`src/design/assert_macros.svh`:
```
// Assertion macros shared by the midpoint filter RTL.
// No dependencies; included by the modules that carry checks.
`ifndef ASSERT_MACROS_SVH
`define ASSERT_MACROS_SVH

// Same-cycle implication, disabled while reset is asserted.
`define MPF_ASSERT_IMP(label, clk, rst_n, ante, cons, msg) \
	label: assert property (@(posedge clk) disable iff (!rst_n) (ante) |-> (cons)) \
		else $error(msg);

// Next-cycle implication, disabled while reset is asserted.
`define MPF_ASSERT_NEXT(label, clk, rst_n, ante, cons, msg) \
	label: assert property (@(posedge clk) disable iff (!rst_n) (ante) |=> (cons)) \
		else $error(msg);

`endif

```
`src/design/mpf_pkg.sv`:
```
// Shared constants, types and register codes of the 3x3 midpoint filter.
// No dependencies.
package mpf_pkg;

	localparam int MAX_WIDTH = 1024;
	localparam int MAX_HEIGHT = 4096;
	localparam int PIXEL_BITS = 8;

	localparam int COL_BITS = $clog2(MAX_WIDTH);
	localparam int WIDTH_BITS = $clog2(MAX_WIDTH + 1);
	localparam int HEIGHT_BITS = $clog2(MAX_HEIGHT + 1);
	localparam int OROW_BITS = $clog2(MAX_HEIGHT);
	// input row runs up to two rows past the frame while draining
	localparam int IROW_BITS = $clog2(MAX_HEIGHT + 2);

	localparam int FW_BITS = 11;
	localparam int FH_BITS = 13;
	localparam int CFG_DATA_BITS = 13;
	localparam int CFG_IDX_BITS = 1;
	localparam logic [FW_BITS-1:0] FW_RESET = 11'd98;
	localparam logic [FH_BITS-1:0] FH_RESET = 13'd96;

	// power of two so the pointers wrap by themselves
	localparam int FIFO_DEPTH = 4;
	localparam int FIFO_PTR_BITS = $clog2(FIFO_DEPTH);
	localparam int FIFO_CNT_BITS = $clog2(FIFO_DEPTH + 1);

	typedef logic [PIXEL_BITS-1:0] pixel_t;
	// index 0 is the top row of a window column
	typedef logic [2:0][PIXEL_BITS-1:0] column_t;

	localparam pixel_t PIX_MAX = '1;
	localparam pixel_t PIX_MIN = '0;

	typedef enum logic [CFG_IDX_BITS-1:0] {
		REG_FRAME_WIDTH  = 1'b0,
		REG_FRAME_HEIGHT = 1'b1
	} cfg_reg_t;

	// which window rows and columns lie inside the frame
	typedef struct packed {
		logic top_ok;
		logic bot_ok;
		logic left_ok;
		logic right_ok;
	} mask_t;

	typedef struct packed {
		logic  emit;
		logic  last;
		mask_t mask;
	} res_ctl_t;

	typedef struct packed {
		logic                shift;
		res_ctl_t            res;
		logic [COL_BITS-1:0] addr;
		pixel_t              fresh;
	} issue_t;

	typedef struct packed {
		pixel_t upper;
		pixel_t middle;
	} line_pair_t;

	typedef struct packed {
		pixel_t value;
		logic   last;
	} result_t;

endpackage

```
`src/design/mpf_cell.sv`:
```
// One column of the 3x3 window: holds three pixels, passes them on at each shift
// and reduces them to a masked minimum and maximum. Depends on mpf_pkg.
module mpf_cell (
	input  logic              clk,
	input  logic              shift_en,
	input  mpf_pkg::column_t  col_in,
	input  logic              col_ok,
	input  logic              top_ok,
	input  logic              bot_ok,
	output mpf_pkg::column_t  col_out,
	output mpf_pkg::pixel_t   col_min,
	output mpf_pkg::pixel_t   col_max
);

	mpf_pkg::column_t pix_q;

	always_ff @(posedge clk) begin
		if (shift_en) begin
			pix_q <= col_in;
		end
	end

	assign col_out = pix_q;

	always_comb begin
		mpf_pkg::pixel_t lo;
		mpf_pkg::pixel_t hi;
		lo = pix_q[1];
		hi = pix_q[1];
		if (top_ok) begin
			if (pix_q[0] < lo) lo = pix_q[0];
			if (pix_q[0] > hi) hi = pix_q[0];
		end
		if (bot_ok) begin
			if (pix_q[2] < lo) lo = pix_q[2];
			if (pix_q[2] > hi) hi = pix_q[2];
		end
		// a column outside the frame is neutral for both reductions
		if (!col_ok) begin
			lo = mpf_pkg::PIX_MAX;
			hi = mpf_pkg::PIX_MIN;
		end
		col_min = lo;
		col_max = hi;
	end

endmodule

```
`config.mk`:
```
export PLATFORM = sky130hd
export DESIGN_NAME = mpf_cell
export DESIGN_NICKNAME = d
export VERILOG_FILES = /design/src/design/assert_macros.svh /design/src/design/mpf_pkg.sv /design/src/design/mpf_cell.sv
export SDC_FILE = /design/constraint.sdc
export NUM_CORES = 1
export LEC_CHECK = 0
export BUFFER_PORTS_ARGS = -buffer_cell sky130_fd_sc_hd__buf_2
export CELL_PAD_IN_SITES_DETAIL_PLACEMENT = 1
export CELL_PAD_IN_SITES_GLOBAL_PLACEMENT = 1
export CORE_MARGIN = 4
export CORE_UTILIZATION = 30
export DETAILED_ROUTE_END_ITERATION = 7
export PLACE_DENSITY_LB_ADDON = 0.1
export SYNTH_ARGS = -nofsm -noshare
export SYNTH_HDL_FRONTEND = slang
export SYNTH_SLANG_ARGS = --single-unit
```
`constraint.sdc`:
```
create_clock -name clk -period 5.3 [get_ports clk]
set_input_delay 1.59 -clock clk [delete_from_list [all_inputs] [get_ports clk]]
set_output_delay 1.59 -clock clk [all_outputs]
set_load 0.01 [all_outputs]
```
==> key figures <==
Layout
  – Most frequent cells in the layout: buf_2, buf_4, edfxtp_1
  – Commonest non-fill, non-tap cell in the layout: buf_2
  – Antenna cells: 0
  – Layout Nets: 331
  – Max reg flops: 24
  – Layout cells sized above 1: 59.35%
  – Fillers: 648
  – Area Overhead vs Synth: 61.53%

Setup path
  – CP max stage cell: a221o_1
  – Crit Path Max Fanout: 4
  – Crit Path Category: input port to primary output
  – WP data required: 3710 ps
  – Startpoint class of the critical path: input port
  – CP dominant cell by count: buf_6
  – Crit path largest cell delay: 360 ps
  – Crit path capture type: primary output
  – Worst EP arrival: 3760 ps
  – Crit. Startpoint: top_ok
  – CP cell instances: buf_8 > inv_8 > nor3_4 > buf_6 > a21oi_2 > ha_1 > a211o_1 > a221o_1 > a41oi_4 > buf_6 > mux2i_2 > buf_2

Placed design
  – Port buffer count: 68
  – Post-detail-place hpwl: 4.479 mm
  – GP Congestion: 0.7694

Clock tree
  – Clk sinks: 24
  – Reg clk slew, reported paths: 90 ps
  – CTS max path bufs: 2
  – CTS tree: done
  – Cell chosen for the clock root: clkbuf_8
  – CTS H-Tree Depth: 1
  – CTS Buf Count: 3

Route
  – Pre-antenna DRT Iters: 4
  – Via count: 1745
  – WL final: 5.649 mm
  – Via-to-Cell Ratio: 4.986
  – Remaining DRCs: 0
  – Initial drt markers: 54
  – Final ANT Viol Nets: 0
  – Avg WL per Cell: 16.14 µm

Min path
  – Class of the worst hold path: input port to flop
  – Min-Delay Startpoint: col_in[14]
  – Hold-critical path depth: 1
  – WHS Endpoint: col_out[14]

Pwr
  – Switching share of power: 34.85%
  – Switch Pwr: 0.2451 mW
  – Total power: 0.7035 mW
  – Reg power frac: 35.1%
  – Int Pwr: 0.4583 mW
  – Logic pwr share: 48.8%
  – Pwr dens: 242.6 nW/µm²
  – P_leak: 1.254 nW
  – Maximum VDD drop: 0.0001371 V
  – Clk pwr share: 16.2%

Yosys
  – Syn_area_per_cell: 10.62 µm²
  – Yosys top cell by area: edfxtp_1
  – Netlist cell types: 29
  – Synth Instances: 169
  – Mapped cell area: 1795 µm²
  – Area share of the largest cell type after synthesis: 40.14%
  – Synth Warn #: 0
  – Largest cells by area after synthesis: edfxtp_1, ha_1, mux2i_1, a21oi_1, a211oi_1
  – Yosys reg bits: 24
  – Seq/Total Area, Yosys: 40.14%
  – Mapped Nets: 221

Job
  – Maxcap violations: 0

Timing
  – # setup viols final: 11
  – Period utilization: 100.8%
  – Final setup margin: -45.03 ps
  – Min Clock Period, post-route: 5345 ps
  – Final Hold Vio Count: 0
  – RSZ-0062 raised after global routing: yes
  – Fin Setup TNS: -325.5 ps
  – Max Fclk: 187.1 MHz
  – Slew margin rel.: 44.99%
  – Final slew viol count: 0
  – Worst-Margin Slew: 824.2 ps

Die
  – Die Wd: 85.36 µm
  – Die Y: 85.36 µm
  – Core Box Area: 5642 µm²
  – Row count: 27
  – Ports: 69
  – Die area: 7286 µm²
  – Initial Util: 31.83%

Run status
  – Status: complete, but fails checks
  – Violated checks: setup timing

GRT
  – Initial antenna violation count: 0
  – Total GRT Usage: 16.11%
  – Grt total ovfl: 0
  – First-pass GRT wire length: 9.446 mm
  – Number of global-route vias before repair: 1915
  – Largest net degree at the start of global routing: 25
## per-stage QoR
stage               utilization, %  setup WS [ps]  hold slack (ps)  instances  cell area (µm²)
global route                 51.41         -201.9             1479        350             2900
floorplan                        -         -10.90             1689        169             1848
global placement             44.62         -202.2             1766        338             2517
CTS                          50.41         -51.96             1483        349             2844
detailed placement           44.62         -287.5             1768        338             2517
finish                       51.41         -45.03             1489        350             2900
## metal layers
metal / vias to the layer above / track usage (%) / wire (µm)
met3: 4 / 1.650 / 201
met1: 827 / 21.79 / 2587
met2: 36 / 28.04 / 2825
li1: 878 / - / -
met4: 0 / 2.878 / 36
met5: - / 0 / 0
## synth_stat cells (all sizes together)
| cell | count |
|---|---|
| a211o | 2 |
| a211oi | 16 |
| a21o | 4 |
| a21oi | 29 |
| a221o | 1 |
| a41oi | 1 |
| and2 | 1 |
| buf | 5 |
| clkbuf | 2 |
| edfxtp | 24 |
| ha | 23 |
| inv | 14 |
| mux2i | 16 |
| nand2 | 1 |
| nand3b | 1 |
| nand4 | 7 |
| nor2 | 10 |
| nor2b | 2 |
| nor3 | 1 |
| o211ai | 1 |
| o21a | 2 |
| o21ai | 4 |
| o221a | 1 |
| or2 | 1 |
## critical path, delay by kind of cell
kind            cells  cell delay (ps)
compound gates      4              880
simple gates        1              190
fa+ha+maj           1              320
mux                 1              200
buf+inv             5              580
## how the worst max path moves through the flow
stage,endpoint,slack (ps),cells past startpoint
after floorplan,col_min[0],-10,9
after global placement,col_max[0],-200,12
after detailed placement,col_max[5],-290,12
after CTS,col_min[3],-50,12
after global routing,col_min[3],-200,12
final,col_min[6],-50,12
## power by group through the flow
stage	Sequential, mW	Combinational (mW)	Clock [mW]
floorplan	0.252	0.152	0
global placement	0.247	0.279	0
detailed placement	0.247	0.285	0
CTS	0.246	0.336	0.119
global route	0.250	0.377	0.128
finish	0.247	0.343	0.114
## repair_timing
item,CTS,global route
gates resized for setup,48,14
endpoints found under the setup margin,16,16
hold buffers,0,0
setup buffers,7,2
pin swaps,24,7
## layout make-up
class | count | area, µm² | area share (%)
inverters | 14 | 60.06 | 2.071
clock buffers | 3 | 41.29 | 1.424
well taps | 72 | 90.09 | 3.106
flip-flops and latches | 24 | 720.7 | 24.85
clock inverters | 1 | 3.754 | 0.1294
repair buffers | 112 | 726.9 | 25.06
multi-input cells | 124 | 1257 | 43.36
## kinds of logic (layout without fill, tap and decap cells)
kind of cell | Yosys count | after routing | synth area share, %
compound gates | 61 | 61 | 22.79
fa+ha+maj | 23 | 23 | 16.03
flops | 24 | 24 | 40.14
buf+inv | 21 | 130 | 5.017
mux | 16 | 16 | 8.920
simple gates | 24 | 24 | 7.108
No activity file was read; power rests on OpenSTA's default activity.
