**src/design/assert_macros.svh**
```systemverilog
// Assertion macros shared by the midpoint filter RTL.
// No dependencies; included by the modules that carry checks.
`ifndef ASSERT_MACROS_SVH
`define ASSERT_MACROS_SVH

// Same-cycle implication, disabled while reset is asserted.
`define MPF_ASSERT_IMP(label, clk, rst_n, ante, cons, msg) \
	label: assert property (@(posedge clk) disable iff (!rst_n) (ante) |-> (cons)) \
		else $error(msg);

// Next-cycle implication, disabled while reset is asserted.
`define MPF_ASSERT_NEXT(label, clk, rst_n, ante, cons, msg) \
	label: assert property (@(posedge clk) disable iff (!rst_n) (ante) |=> (cons)) \
		else $error(msg);

`endif

```
**src/design/mpf_pkg.sv**
```systemverilog
// Shared constants, types and register codes of the 3x3 midpoint filter.
// No dependencies.
package mpf_pkg;

	localparam int MAX_WIDTH = 1024;
	localparam int MAX_HEIGHT = 4096;
	localparam int PIXEL_BITS = 8;

	localparam int COL_BITS = $clog2(MAX_WIDTH);
	localparam int WIDTH_BITS = $clog2(MAX_WIDTH + 1);
	localparam int HEIGHT_BITS = $clog2(MAX_HEIGHT + 1);
	localparam int OROW_BITS = $clog2(MAX_HEIGHT);
	// input row runs up to two rows past the frame while draining
	localparam int IROW_BITS = $clog2(MAX_HEIGHT + 2);

	localparam int FW_BITS = 11;
	localparam int FH_BITS = 13;
	localparam int CFG_DATA_BITS = 13;
	localparam int CFG_IDX_BITS = 1;
	localparam logic [FW_BITS-1:0] FW_RESET = 11'd98;
	localparam logic [FH_BITS-1:0] FH_RESET = 13'd96;

	// power of two so the pointers wrap by themselves
	localparam int FIFO_DEPTH = 4;
	localparam int FIFO_PTR_BITS = $clog2(FIFO_DEPTH);
	localparam int FIFO_CNT_BITS = $clog2(FIFO_DEPTH + 1);

	typedef logic [PIXEL_BITS-1:0] pixel_t;
	// index 0 is the top row of a window column
	typedef logic [2:0][PIXEL_BITS-1:0] column_t;

	localparam pixel_t PIX_MAX = '1;
	localparam pixel_t PIX_MIN = '0;

	typedef enum logic [CFG_IDX_BITS-1:0] {
		REG_FRAME_WIDTH  = 1'b0,
		REG_FRAME_HEIGHT = 1'b1
	} cfg_reg_t;

	// which window rows and columns lie inside the frame
	typedef struct packed {
		logic top_ok;
		logic bot_ok;
		logic left_ok;
		logic right_ok;
	} mask_t;

	typedef struct packed {
		logic  emit;
		logic  last;
		mask_t mask;
	} res_ctl_t;

	typedef struct packed {
		logic                shift;
		res_ctl_t            res;
		logic [COL_BITS-1:0] addr;
		pixel_t              fresh;
	} issue_t;

	typedef struct packed {
		pixel_t upper;
		pixel_t middle;
	} line_pair_t;

	typedef struct packed {
		pixel_t value;
		logic   last;
	} result_t;

endpackage

```
**src/design/mpf_ctrl.sv**
```systemverilog
// Frame registers and raster sequencer: input and output position counters,
// the drain after the last pixel and the per-shift issue word. Depends on mpf_pkg.
`include "assert_macros.svh"

module mpf_ctrl (
	input  logic                              clk,
	input  logic                              arst_n,
	input  logic                              cfg_we,
	input  logic [mpf_pkg::CFG_IDX_BITS-1:0]  cfg_index,
	input  logic [mpf_pkg::CFG_DATA_BITS-1:0] cfg_wdata,
	input  logic                              in_valid,
	input  mpf_pkg::pixel_t                   in_pixel,
	input  logic                              in_flush,
	input  logic                              room,
	output logic                              in_ready,
	output mpf_pkg::issue_t                   issue
);

	logic [mpf_pkg::FW_BITS-1:0]     fw_q;
	logic [mpf_pkg::FH_BITS-1:0]     fh_q;
	logic [mpf_pkg::COL_BITS-1:0]    in_col_q;
	logic [mpf_pkg::IROW_BITS-1:0]   in_row_q;
	logic [mpf_pkg::COL_BITS-1:0]    out_col_q;
	logic [mpf_pkg::OROW_BITS-1:0]   out_row_q;
	logic                            cont_q;

	logic [mpf_pkg::WIDTH_BITS-1:0]  w_eff;
	logic [mpf_pkg::HEIGHT_BITS-1:0] h_eff;
	logic [mpf_pkg::COL_BITS-1:0]    w_last;
	logic [mpf_pkg::OROW_BITS-1:0]   h_last;
	logic                            in_frame;
	logic                            primed;
	logic                            fire;
	logic                            have_pixel;

	always_comb begin
		if (fw_q == '0) begin
			w_eff = mpf_pkg::WIDTH_BITS'(1);
		end else if (32'(fw_q) > mpf_pkg::MAX_WIDTH) begin
			w_eff = mpf_pkg::WIDTH_BITS'(mpf_pkg::MAX_WIDTH);
		end else begin
			w_eff = mpf_pkg::WIDTH_BITS'(fw_q);
		end
		if (fh_q == '0) begin
			h_eff = mpf_pkg::HEIGHT_BITS'(1);
		end else if (32'(fh_q) > mpf_pkg::MAX_HEIGHT) begin
			h_eff = mpf_pkg::HEIGHT_BITS'(mpf_pkg::MAX_HEIGHT);
		end else begin
			h_eff = mpf_pkg::HEIGHT_BITS'(fh_q);
		end
	end

	assign w_last = mpf_pkg::COL_BITS'(w_eff - mpf_pkg::WIDTH_BITS'(1));
	assign h_last = mpf_pkg::OROW_BITS'(h_eff - mpf_pkg::HEIGHT_BITS'(1));

	assign in_frame = in_row_q < mpf_pkg::IROW_BITS'(h_eff);
	// raster position at or past width + 1: the window is centered on a result
	assign primed = (in_row_q >= mpf_pkg::IROW_BITS'(2))
		|| ((in_row_q == mpf_pkg::IROW_BITS'(1)) && (in_col_q != '0));

	assign in_ready   = room && !cont_q;
	assign fire       = in_valid && in_ready;
	assign have_pixel = fire && !in_flush && in_frame;

	always_comb begin
		issue.shift = (fire && (!in_flush || !in_frame)) || (cont_q && room);
		issue.res.emit = issue.shift && primed;
		issue.res.last = issue.res.emit && (out_row_q == h_last) && (out_col_q == w_last);
		issue.res.mask.top_ok   = out_row_q != '0;
		issue.res.mask.bot_ok   = out_row_q != h_last;
		issue.res.mask.left_ok  = out_col_q != '0;
		issue.res.mask.right_ok = out_col_q != w_last;
		issue.addr  = in_col_q;
		issue.fresh = have_pixel ? in_pixel : mpf_pkg::PIX_MIN;
	end

	always_ff @(posedge clk or negedge arst_n) begin
		if (!arst_n) begin
			fw_q      <= mpf_pkg::FW_RESET;
			fh_q      <= mpf_pkg::FH_RESET;
			in_col_q  <= '0;
			in_row_q  <= '0;
			out_col_q <= '0;
			out_row_q <= '0;
			cont_q    <= 1'b0;
		end else if (cfg_we) begin
			unique case (mpf_pkg::cfg_reg_t'(cfg_index))
				mpf_pkg::REG_FRAME_WIDTH: begin
					fw_q <= cfg_wdata[mpf_pkg::FW_BITS-1:0];
				end
				mpf_pkg::REG_FRAME_HEIGHT: begin
					fh_q <= cfg_wdata[mpf_pkg::FH_BITS-1:0];
				end
			endcase
			in_col_q  <= '0;
			in_row_q  <= '0;
			out_col_q <= '0;
			out_row_q <= '0;
			cont_q    <= 1'b0;
		end else if (issue.shift) begin
			if (issue.res.last) begin
				in_col_q  <= '0;
				in_row_q  <= '0;
				out_col_q <= '0;
				out_row_q <= '0;
				cont_q    <= 1'b0;
			end else begin
				if (in_col_q == w_last) begin
					in_col_q <= '0;
					in_row_q <= in_row_q + mpf_pkg::IROW_BITS'(1);
				end else begin
					in_col_q <= in_col_q + mpf_pkg::COL_BITS'(1);
				end
				if (issue.res.emit) begin
					if (out_col_q == w_last) begin
						out_col_q <= '0;
						out_row_q <= out_row_q + mpf_pkg::OROW_BITS'(1);
					end else begin
						out_col_q <= out_col_q + mpf_pkg::COL_BITS'(1);
					end
				end
				// a drain shift that gave no result goes on without a new transfer
				cont_q <= !issue.res.emit && !have_pixel;
			end
		end
	end

	`MPF_ASSERT_IMP(a_drain_past_frame, clk, arst_n, cont_q, !in_frame, "drain inside frame")
	`MPF_ASSERT_NEXT(a_restart_after_last, clk, arst_n, issue.res.last && !cfg_we, in_col_q == '0 && in_row_q == '0 && out_col_q == '0 && out_row_q == '0, "no restart after last result")

endmodule

```
**config.mk**
```make
export PLATFORM = sky130hd
export DESIGN_NAME = mpf_ctrl
export DESIGN_NICKNAME = d
export VERILOG_FILES = /design/src/design/mpf_pkg.sv /design/src/design/mpf_ctrl.sv
export VERILOG_INCLUDE_DIRS = /design/src /design/src/design
export SDC_FILE = /design/constraint.sdc
export NUM_CORES = 1
export LEC_CHECK = 0
export BUFFER_PORTS_ARGS = -buffer_cell sky130_fd_sc_hd__buf_4
export CORE_ASPECT_RATIO = 0.9
export CORE_MARGIN = 10
export CORE_UTILIZATION = 55
export CTS_CLUSTER_SIZE = 16
export DETAILED_ROUTE_END_ITERATION = 10
export PLACE_DENSITY = 0.83
export SYNTH_ARGS = -nofsm -noshare
export SYNTH_HDL_FRONTEND = slang
export SYNTH_SLANG_ARGS = --single-unit
export TNS_END_PERCENT = 20
```
**constraint.sdc**
```tcl
create_clock -name clk -period 4.5 [get_ports clk]
set_input_delay 0.45 -clock clk [delete_from_list [all_inputs] [get_ports clk]]
set_output_delay 0.45 -clock clk [all_outputs]
set_load 0.01 [all_outputs]
```
==> results.yml, run 1 <==
sta:
  clock_skew_ns: 0.0125
  fin_tns_setup_ns: 0
  final-max-slew-violation-count: 0
  setup_viol: 0
  setup_ws_ns: 0.162
  period_minus_slack_ns: 4.34
  relSlewSlack: 0.363
  fin_crit_sh: 0.964
  hold_viol: 0
  rsz0062_at_grt: "no"
  max_freq_mhz: 231
  worst_slew_pin_slew_ns: 0.954
power_and_ir_drop:
  pwr-share-comb: 0.256
  ir_drop_mv: 0.248
  seq_power_share: 0.370
  leakagePower_uw: 0.00253
  clkPwrFrac: 0.373
  internal-power_uw: 1360
  swShare: 0.323
  p_sw_uw: 651
  p_per_area_nw_per_um2: 313
finish:
  num_antenna_cells: 0
  nNetsFinal: 761
  final_cell_mix: "66 x buf_4, 65 x dfrtp_1, 60 x nand2_1"
  syn2layout_area_growth_pct: 14.2
  drive_above_1_share: 0.189
  mostFrequentLayoutCell: "buf_4"
grt:
  grt_max_degree: 71
  grt_antenna_before_repair: 0
  overflow: 0
  grt_pass1_vias: 5177
  grt_pass1_wl_um: 26000
  grt_usage: 0.212
floorplan:
  die_y_um: 116
  ios: 54
  floorplan.initialDensity: 0.572
  die_x_um: 127
  rows: 34
  dieArea_um2: 14700
  core_um2: 9830
worst_setup_path:
  worst_setup_path_end_kind: "primary output"
  worstSetupPathType: "reg2out"
  path_cells: "nor4_2 -> a31oi_1 -> nor2_1 -> inv_1 -> ha_2 -> buf_4 -> xnor2_1 -> xnor2_1 -> o2111ai_1 -> nor4_1 -> nand4_1 -> or2_2 -> nor2_1 -> buf_4"
  arrival_ns: 3.89
  cpMaxStageDelayCell: "dfrtp_1"
  worstPathRequired_ns: 4.05
  cp_max_fo: 14
  slowest_delay_ns: 0.50
  crit_path_start_kind: "register"
cts:
  cts.clk_slew.worst_paths_ns: 0.07
  insertion_delay_ns: 0.35
  cts.htree.levels: 3
  cts.sinks: 70
  ctsRootBufferMaster: "clkbuf_16"
  cts_max_path_buffers: 2
  numCtsBuffers: 9
  cts_tree: "yes"
placed_design:
  place.gp.congestion: 0.951
  place_ws_ns: 0.318
  portBuffers: 53
  dp_hpwl_um: 11400
yosys:
  synth_top_family_by_area: "simple AND/OR/NAND/NOR gates"
  synth_edf_count: 0
  postSynthAreaPerCell_um2: 8.27
  synth_cell_types: 73
  synth_nets: 731
  seq_area_frac_synth: 0.313
  yosys.area_share.simple: 0.292
  synth_adder_area_share: 0.0512
  synth_xor_xnor_area_share: 0.0510
  ys_dominant_reg_cell: "dfrtp_1"
  synth_compound_area_frac: 0.191
  synthArstFlopShare: 1.00
  synthMuxAreaShare: 0.0492
  ys_seq_elements: 70
  yosysWarnings: 0
  synthCells: 680
  synth_area_um2: 5620
drt:
  wl_per_cell_um: 19.0
  ant_nets: 0
  drt_iter0_drc: 571
  drc_errors: 0
  vias: 5534
  dr.pass1.iters: 6
  drt-total-wl_um: 16000
  vias_per_cell: 6.58
min_path:
  hold_class: "in2async"
run:
  cap_violations: 0
outcome:
  outcome: "completed"
[kinds of logic after synthesis]
family	count (synthesis)
adder cells (fa/ha/maj)	23
AND/OR/NAND/NOR	297
buffers and inverters	71
flip-flops	70
multiplexers	25
AO/OA/AOI/OAI	163
XOR/XNOR	31
[repair_timing]
| action | in CTS | in global routing |
|---|---|---|
| gates resized for setup | 1 | 7 |
| buffers inserted | 0 | 0 |
| endpoints found under the setup margin | 1 | 2 |
| pin swaps | 0 | 0 |
| hold buffers | 0 | 0 |
[Yosys cell counts (3+ instances only)]
| cell type | instances | area (µm²) |
|---|---|---|
| dfrtp_1 | 65 | 1630 |
| nand2_1 | 60 | 225 |
| a21oi_1 | 41 | 205 |
| o21ai_0 | 41 | 205 |
| clkbuf_1 | 37 | 139 |
| nor2_1 | 36 | 135 |
| nor3_1 | 26 | 130 |
| nand3_1 | 24 | 120 |
| xnor2_1 | 24 | 210 |
| ha_1 | 23 | 288 |
| inv_1 | 22 | 82.6 |
| nor4_1 | 22 | 138 |
| mux2_2 | 21 | 236 |
| or3_1 | 21 | 131 |
| nand4_1 | 15 | 93.8 |
| nor2b_1 | 14 | 87.6 |
| and2_1 | 13 | 81.3 |
| nor3b_1 | 13 | 97.6 |
| and3_1 | 11 | 68.8 |
| o31ai_1 | 11 | 82.6 |
| or4_1 | 10 | 75.1 |
| nand2b_1 | 8 | 50.1 |
| a22oi_1 | 7 | 52.6 |
| or2_2 | 7 | 43.8 |
| a21o_1 | 6 | 45.0 |
| a31oi_1 | 6 | 37.5 |
| xor2_1 | 6 | 52.6 |
| a211oi_1 | 5 | 37.5 |
| dfstp_2 | 5 | 131 |
| o2111ai_1 | 5 | 43.8 |
| o21a_1 | 5 | 37.5 |
| buf_2 | 4 | 20.0 |
| mux2i_1 | 4 | 40.0 |
| a2111oi_0 | 3 | 26.3 |
| a21boi_0 | 3 | 22.5 |
| buf_6 | 3 | 33.8 |
| nand4b_1 | 3 | 26.3 |
| o211ai_1 | 3 | 22.5 |
| o22ai_1 | 3 | 18.8 |
[path summary, 6_finish.rpt]
path                                     start                         to  slack, ns  cells after the start
max                        fw_q[2]$_DFFE_PN0P_                  issue[22]       0.16                     14
min                                     arst_n    in_row_q[5]$_DFFE_PN0P_       0.23                      1
max reg2reg                fw_q[1]$_DFFE_PN1P_  out_row_q[11]$_DFFE_PN0P_       0.36                     13
min reg2reg                 cont_q$_DFFE_PN0P_         cont_q$_DFFE_PN0P_       0.57                      2
max in group asynchronous               arst_n   out_col_q[9]$_DFFE_PN0P_       3.67                      1
min in group clk                 cfg_wdata[10]       fw_q[10]$_DFFE_PN0P_       0.33                      3
[metal layers]
layer,GRT usage,routed length [µm],up-vias
li1,-,-,2579
met5,0,0,-
met4,0.0660,332,0
met3,0.0438,1220,31
met1,0.268,6780,2634
met2,0.356,7640,290
[per-stage QoR]
step | area, µm² | std cells | utilization | hold WS (ns) | total power (µW)
after floorplan | 5620 | 680 | - | 0.154 | 1090
final | 6420 | 841 | 0.653 | 0.232 | 2010
after CTS | 6380 | 841 | 0.650 | 0.284 | 2000
after detailed placement | 6070 | 825 | 0.618 | 0.570 | 1250
after global placement | 6070 | 825 | 0.618 | 0.527 | 1230
after global routing | 6420 | 841 | 0.653 | 0.322 | 2100
[power by group through the flow]
stage | Combinational [µW] | Clock [µW] | Sequential (µW)
global placement | 484 | 0 | 744
CTS | 503 | 757 | 738
floorplan | 385 | 0 | 709
finish | 516 | 750 | 745
detailed placement | 498 | 0 | 747
global route | 566 | 781 | 752
[worst max-delay path: cells and delay by family, from the launching register on]
kind | cells | cell delay [ns]
AO/OA/AOI/OAI | 2 | 0.34
XOR/XNOR | 2 | 0.33
adder cells (fa/ha/maj) | 1 | 0.27
buffers and inverters | 3 | 0.40
flip-flops | 1 | 0.50
AND/OR/NAND/NOR | 6 | 1.69
[cell type report]
class                           count  area, µm²
Clock buffer                       12        256
Tap cell                          126        158
Clock inverter                      4       55.1
Multi-Input combinational cell    539       3600
Sequential cell                    70       1760
Timing Repair Buffer               66        495
Fill cell                         826       3410
Inverter                           24       90.1
[flip-flops by register name, summed over array words and instances, names as in the netlist]
register	flops
out_row_q	12
fw_q	11
fh_q	13
in_row_q	13
out_col_q	10
in_col_q	10
cont_q	1
No activity file was read; power rests on OpenSTA's default activity.
==> run 2: changes to the inputs <==
Settings changed: BUFFER_PORTS_ARGS -buffer_cell sky130_fd_sc_hd__buf_4 to unset, CELL_PAD_IN_SITES_DETAIL_PLACEMENT set to 0, CELL_PAD_IN_SITES_GLOBAL_PLACEMENT set to 2, CORE_UTILIZATION 55 to 39, DONT_BUFFER_PORTS set to 1, PLACE_DENSITY 0.83 to 0.88.
==> run 2 against run 1 <==
Against the previous run:
- the run now ends with negative hold slack left
- clock-buffer cell count increased by 1
- final cell count grew 2.7%
- utilization down 21 points
- global-route usage down 4.2 points
- total power fell by 3.9%
- clock power shrank 8.8%
- first-iteration DRC count decreased by 23%
- worst setup slack improved by 0.14 ns
- critical path depth shrank 2
- final area fell by 3.6%
- combinational power shrank 2%
- critical endpoint unchanged
==> results.yml, run 2 (synthesis gave the netlist of run 1 again) <==
min_path:
  hold_class: "in2async"
grt:
  grt_max_degree: 71
  grt_antenna_before_repair: 0
  grt_usage: 0.170
  overflow: 0
  grt_pass1_vias: 5038
  grt_pass1_wl_um: 27400
worst_setup_path:
  cp_max_fo: 13
  crit-reg2reg-launch: "fw_q[1]$_DFFE_PN1P_"
  worst_setup_path_end_kind: "primary output"
  ff2ff_path_depth: 13
  cp_num_buf_inv: 1
  critPathTopFamily: "simple AND/OR/NAND/NOR gates"
  slowest_delay_ns: 0.49
  r2r_slack_ns: 0.36
  path_cells: "nor4_4 -> a41oi_1 -> or2_2 -> ha_2 -> xor3_1 -> o22ai_1 -> o2111ai_1 -> nor3_1 -> nand4_1 -> or3_1 -> buf_4 -> nor2_2"
  crit_start: "fh_q[7]$_DFFE_PN0P_"
  arrival_ns: 3.74
  worstPathRequired_ns: 4.05
  worstSetupPathType: "reg2out"
  r2r_end: "out_row_q[7]$_DFFE_PN0P_"
  cpMaxStageDelayCell: "dfrtp_2"
  crit_path_start_kind: "register"
outcome:
  failed_checks: "negative hold slack"
  outcome: "finished with violations"
sta:
  fin_crit_sh: 0.932
  worst_slew_pin_slew_ns: 1.01
  fin_tns_setup_ns: 0
  rsz0062_at_grt: "no"
  relSlewSlack: 0.328
  hold_viol: 8
  max_freq_mhz: 238
  setup_viol: 0
  final-max-slew-violation-count: 0
  hold_ws_ns: -0.0251
  period_minus_slack_ns: 4.19
  clock_skew_ns: 0.0105
drt:
  vias: 5166
  wl_met1_um: 7730
  dr_wl_met2_um: 7640
  drt-total-wl_um: 16800
  drc_errors: 0
  ant_nets: 0
  dr_wl_met3_um: 836
  drt_iter0_drc: 442
  vias_per_cell: 5.98
  wl_per_cell_um: 19.4
  dr.pass1.iters: 5
  highest_layer: "met4"
floorplan:
  die_x_um: 147
  die_y_um: 134
  ios: 54
  core_um2: 14100
  dieArea_um2: 19600
  rows: 41
  floorplan.initialDensity: 0.400
power_and_ir_drop:
  ir_drop_mv: 0.205
  power_uw: 1930
  p_per_area_nw_per_um2: 312
  leakagePower_uw: 0.00232
finish:
  regArea_um2: 1760
  final_cell_mix: "64 x dfrtp_1, 60 x nand2_1, 41 x o21ai_0, 41 x a21oi_1, 35 x nor2_1"
  top_regs: "fh_q (13), in_row_q (13), out_row_q (12)"
  final_core_util: 0.440
  nFillCells: 1434
  num_antenna_cells: 0
  drive_above_1_share: 0.133
  nNetsFinal: 717
  multiInputGateArea_um2: 3620
  syn2layout_area_growth_pct: 10.1
  mostFrequentLayoutCell: "dfrtp_1"
  finalInstanceArea_um2: 6190
cts:
  cts.htree.levels: 3
  ctsRootBufferMaster: "clkbuf_16"
  numCtsBuffers: 9
  cts_tree: "yes"
  cts.clk_slew.worst_paths_ns: 0.06
  cts.sinks: 70
  cts_max_path_buffers: 2
  insertion_delay_ns: 0.34
placed_design:
  portBuffers: 0
  dpl_cell_area_um2: 5820
  dp_hpwl_um: 12400
  place.gp.congestion: 0.883
run:
  cap_violations: 0
-- run 2: area by class of cell --
cell class / count / area share
multi-input cells: 539 / 0.585
flip-flops and latches: 70 / 0.284
clock buffers: 13 / 0.0421
well taps: 193 / 0.0390
repair buffers: 22 / 0.0320
inverters: 24 / 0.0146
clock inverters: 3 / 0.00303
-- run 2: worst register-to-register path: cells and delay by family, from the launching register on --
kind	cells	cell delay (ns)
compound gates	5	1.54
fa+ha+maj	1	0.36
simple gates	6	1.43
flops	1	0.64
buf+inv	1	0.07
-- run 2: worst max path at each step --
stage | end | cells past startpoint
CTS | issue[22] | 12
global placement | issue[22] | 12
floorplan | issue[22] | 15
global route | issue[22] | 12
detailed placement | issue[22] | 12
finish | issue[22] | 12
-- run 2: power breakdown --
part | switching (µW) | total (µW) | leakage, µW | internal [µW]
combinational | 290 | 506 | 0.00126 | 216
clock | 281 | 684 | 0.000140 | 403
sequential | 70.4 | 742 | 0.000915 | 671
-- run 2: per-stage QoR --
stage	instances	worst slack, ns
after CTS	863	0.0818
after global routing	864	0.0569
final	864	0.307
after global placement	846	0.415
after floorplan	680	0.247
after detailed placement	846	0.336
-- run 2: layer usage --
layer / global-route usage / up-vias
li1: - / 2499
met1: 0.218 / 2505
met5: 0 / -
met2: 0.263 / 129
met4: 0.0711 / 0
met3: 0.0461 / 33
-- run 2: repair_timing --
item	CTS	global route
endpoints found under the hold margin	70	0
pin swaps	0	1
gates cloned	0	0
resized for setup	2	8
buffers inserted	0	1
endpoints found under the setup margin	1	2
hold buffers	1	0
==> run 3: changes to the inputs <==
Settings changed: ABC_AREA set to 1, CORE_UTILIZATION 39 to 36.
==> run 3 against run 2 <==
Against the previous run:
- the flow still finishes with violations (negative hold slack)
- area after synthesis fell by 1.0%
- utilization fell by 4.5 points
- final area fell by 2.4%
- sequential power barely moved
- die area rose by 6.2%
- first-iteration DRC count fell by 17%
- sequential cell count did not move
- largest power group unchanged
==> results.yml, run 3 <==
outcome:
  outcome: "finished with violations"
  failed_checks: "negative hold slack"
finish:
  nNetsFinal: 857
  syn2layout_area_growth_pct: 8.55
  mostFrequentLayoutCell: "nand2_1"
  num_antenna_cells: 0
  stdcell_count: 1013
  final_cell_mix: "203 x nand2_1, 113 x inv_1, 79 x nand3_1"
  top_regs: "fh_q (13), in_row_q (13), out_row_q (12)"
  regArea_um2: 1760
  nFillCells: 1667
  drive_above_1_share: 0.0949
  multiInputGateArea_um2: 3240
sta:
  period_minus_slack_ns: 4.22
  clock_skew_ns: 0.0132
  relSlewSlack: 0.550
  hold_viol: 16
  hold_ws_ns: -0.00288
  setup_viol: 0
  setup_ws_ns: 0.279
  fin_crit_sh: 0.938
  rsz0062_at_grt: "no"
  final-max-slew-violation-count: 0
  max_freq_mhz: 237
  fin_tns_setup_ns: 0
  worst_slew_pin_slew_ns: 0.673
yosys:
  synthArstFlopShare: 1.00
  synth_top_area_share: 0.292
  synth_area_leaders: "dfrtp_1 29%, nand2_1 14%, inv_1 7.6%, nand3_1 7.1%, nor2_1 5.3%"
  postSynthAreaPerCell_um2: 6.86
  synth_area_um2: 5560
  synthCells: 811
  synth_nets: 862
  ys_seq_elements: 70
  synth_edf_count: 0
  ys_dominant_reg_cell: "dfrtp_1"
  yosysTopAreaCell: "dfrtp_1"
  yosysMostFrequentCell: "nand2_1"
  synth_cell_types: 42
  seq_area_frac_synth: 0.316
  yosys-top-cells-count: "203 x nand2_1, 113 x inv_1, 79 x nand3_1"
  yosysWarnings: 0
worst_setup_path:
  arrival_ns: 3.77
  cpMaxStageDelayCell: "nor3_1"
  worstSetupPathDepth: 18
  path_cells: "nor2_1 -> nand2_1 -> nor2_1 -> nand2_1 -> nand2_1 -> inv_2 -> ha_1 -> xor2_1 -> inv_1 -> nand2_1 -> nand4_1 -> nor2_1 -> nand2_2 -> nor2_4 -> nand2_1 -> a21oi_1 -> nand3_1 -> nor3_1"
  worstSetupPathType: "reg2out"
  slowest_delay_ns: 0.52
  cp_max_fo: 9
  path_common_cell: "nand2_1"
  worst_setup_path_end_kind: "primary output"
  r2r_slack_ns: 0.86
  cp_num_buf_inv: 2
  crit_path_start_kind: "register"
  ff2ff_path_depth: 19
  worstPathRequired_ns: 4.05
  critPathTopFamily: "simple AND/OR/NAND/NOR gates"
placed_design:
  place_ws_ns: 0.653
  place_inst: 996
  dp_hpwl_um: 12700
  place.gp.congestion: 0.886
  portBuffers: 0
run:
  cap_violations: 0
floorplan:
  floorplan.initialDensity: 0.364
  die_x_um: 151
  dieArea_um2: 20800
  die_y_um: 138
  ios: 54
  core_um2: 15300
  rows: 43
drt:
  drt_iter0_drc: 369
  vias_per_cell: 5.15
  drt-total-wl_um: 15900
  drc_errors: 0
  vias: 5219
  ant_nets: 0
  dr.pass1.iters: 5
  wl_per_cell_um: 15.7
cts:
  insertion_delay_ns: 0.34
  numCtsBuffers: 9
  postCtsSetupRepairBufs: 0
  cts.clk_slew.worst_paths_ns: 0.06
  ctsRootBufferMaster: "clkbuf_16"
  cts_tree: "yes"
  cts.sinks: 70
  cts_max_path_buffers: 2
  cts.htree.levels: 3
grt:
  grt_max_degree: 71
  grt_pass1_wl_um: 25700
  grt_pass1_vias: 4856
  grt_antenna_before_repair: 0
  overflow: 0
  grt_usage: 0.156
power_and_ir_drop:
  p_per_area_nw_per_um2: 334
  ir_drop_mv: 0.196
  leakagePower_uw: 0.00296
  power_uw: 2020
min_path:
  hold_class: "in2async"
run 3: cell types whose count changed after synthesis, moves of 20 or more:
cell,delta
a21oi_1,-22
clkbuf_1,-29
inv_1,+91
mux2_2,-20
nand2_1,+143
nand3_1,+55
nor2_1,+42
or3_1,-21
xnor2_1,-20
xor2_1,+23
run 3: kinds of logic (layout without fill, tap and decap cells):
logic type,count (synthesis),after routing,synth area share
buffers and inverters,138,138,0.102
DFF,70,70,0.316
xor gates and xnor gates,34,34,0.0549
AOI/OAI and AO/OA,98,98,0.111
and+or+nand+nor,447,447,0.362
muxes,1,1,0.00202
adders and majority gates,23,23,0.0517
run 3: repair_timing:
action,in CTS,in global routing
endpoints found under the setup margin,0,0
hold buffers,1,0
endpoints found under the hold margin,70,0
gates resized for setup,0,0
run 3: power by group:
group	switching, µW	internal, µW	total, µW
registers	68.6	676	744
clock network	290	431	721
logic	376	178	554
total	735	1280	2020
run 3: worst register-to-register path: stages, from the launching register on:
cell	delay [ns]
dfrtp_1	0.44
nor2_1	0.17
nand2_1	0.06
nor2_1	0.11
nand2_1	0.07
nand2_1	0.17
inv_2	0.14
ha_1	0.27
xor2_1	0.39
inv_1	0.15
nand2_1	0.09
nand4_1	0.11
nor2_1	0.13
nand2_2	0.07
nor2_4	0.13
nand2_1	0.08
nor2_1	0.16
nand3_1	0.43
nand3b_1	0.25
o21ai_0	0.09
run 3: final timing paths:
| kind | start | to |
|---|---|---|
| worst max-delay path | fw_q[2]$_DFFE_PN0P_ | issue[22] |
| worst min-delay path | arst_n | in_col_q[0]$_DFFE_PN0P_ |
| worst max register to register | fw_q[2]$_DFFE_PN0P_ | out_row_q[5]$_DFFE_PN0P_ |
| worst min register to register | out_col_q[4]$_DFFE_PN0P_ | out_col_q[5]$_DFFE_PN0P_ |
| max in group asynchronous | arst_n | fw_q[6]$_DFFE_PN1P_ |
| min in group clk | cfg_we | cont_q$_DFFE_PN0P_ |
run 3: routing by layer:
layer,vias up,track usage,share of wire
li1,2618,-,-
met1,2441,0.217,0.48
met2,149,0.239,0.44
met3,11,0.0349,0.065
met4,0,0.0395,0.012
met5,-,0,0
run 3: cell type report:
| type | instances | share of cell area |
|---|---|---|
| clock buffer | 9 | 0.0373 |
| clock inverter | 7 | 0.0122 |
| inverter | 119 | 0.0744 |
| multi-input combinational | 603 | 0.536 |
| sequential | 70 | 0.291 |
| tap | 202 | 0.0419 |
| timing repair buffer | 3 | 0.00705 |
run 3: stage by stage:
step	hold WS, ns	cell area [µm²]	util
6_report	-0.00288	6040	0.395
5_1_grt	0.0174	6040	0.395
4_1_cts	0.00801	6040	0.395
3_5_place_dp	0.158	5710	0.374
3_3_place_gp	0.158	5710	0.374
2_1_floorplan	0.154	5560	-
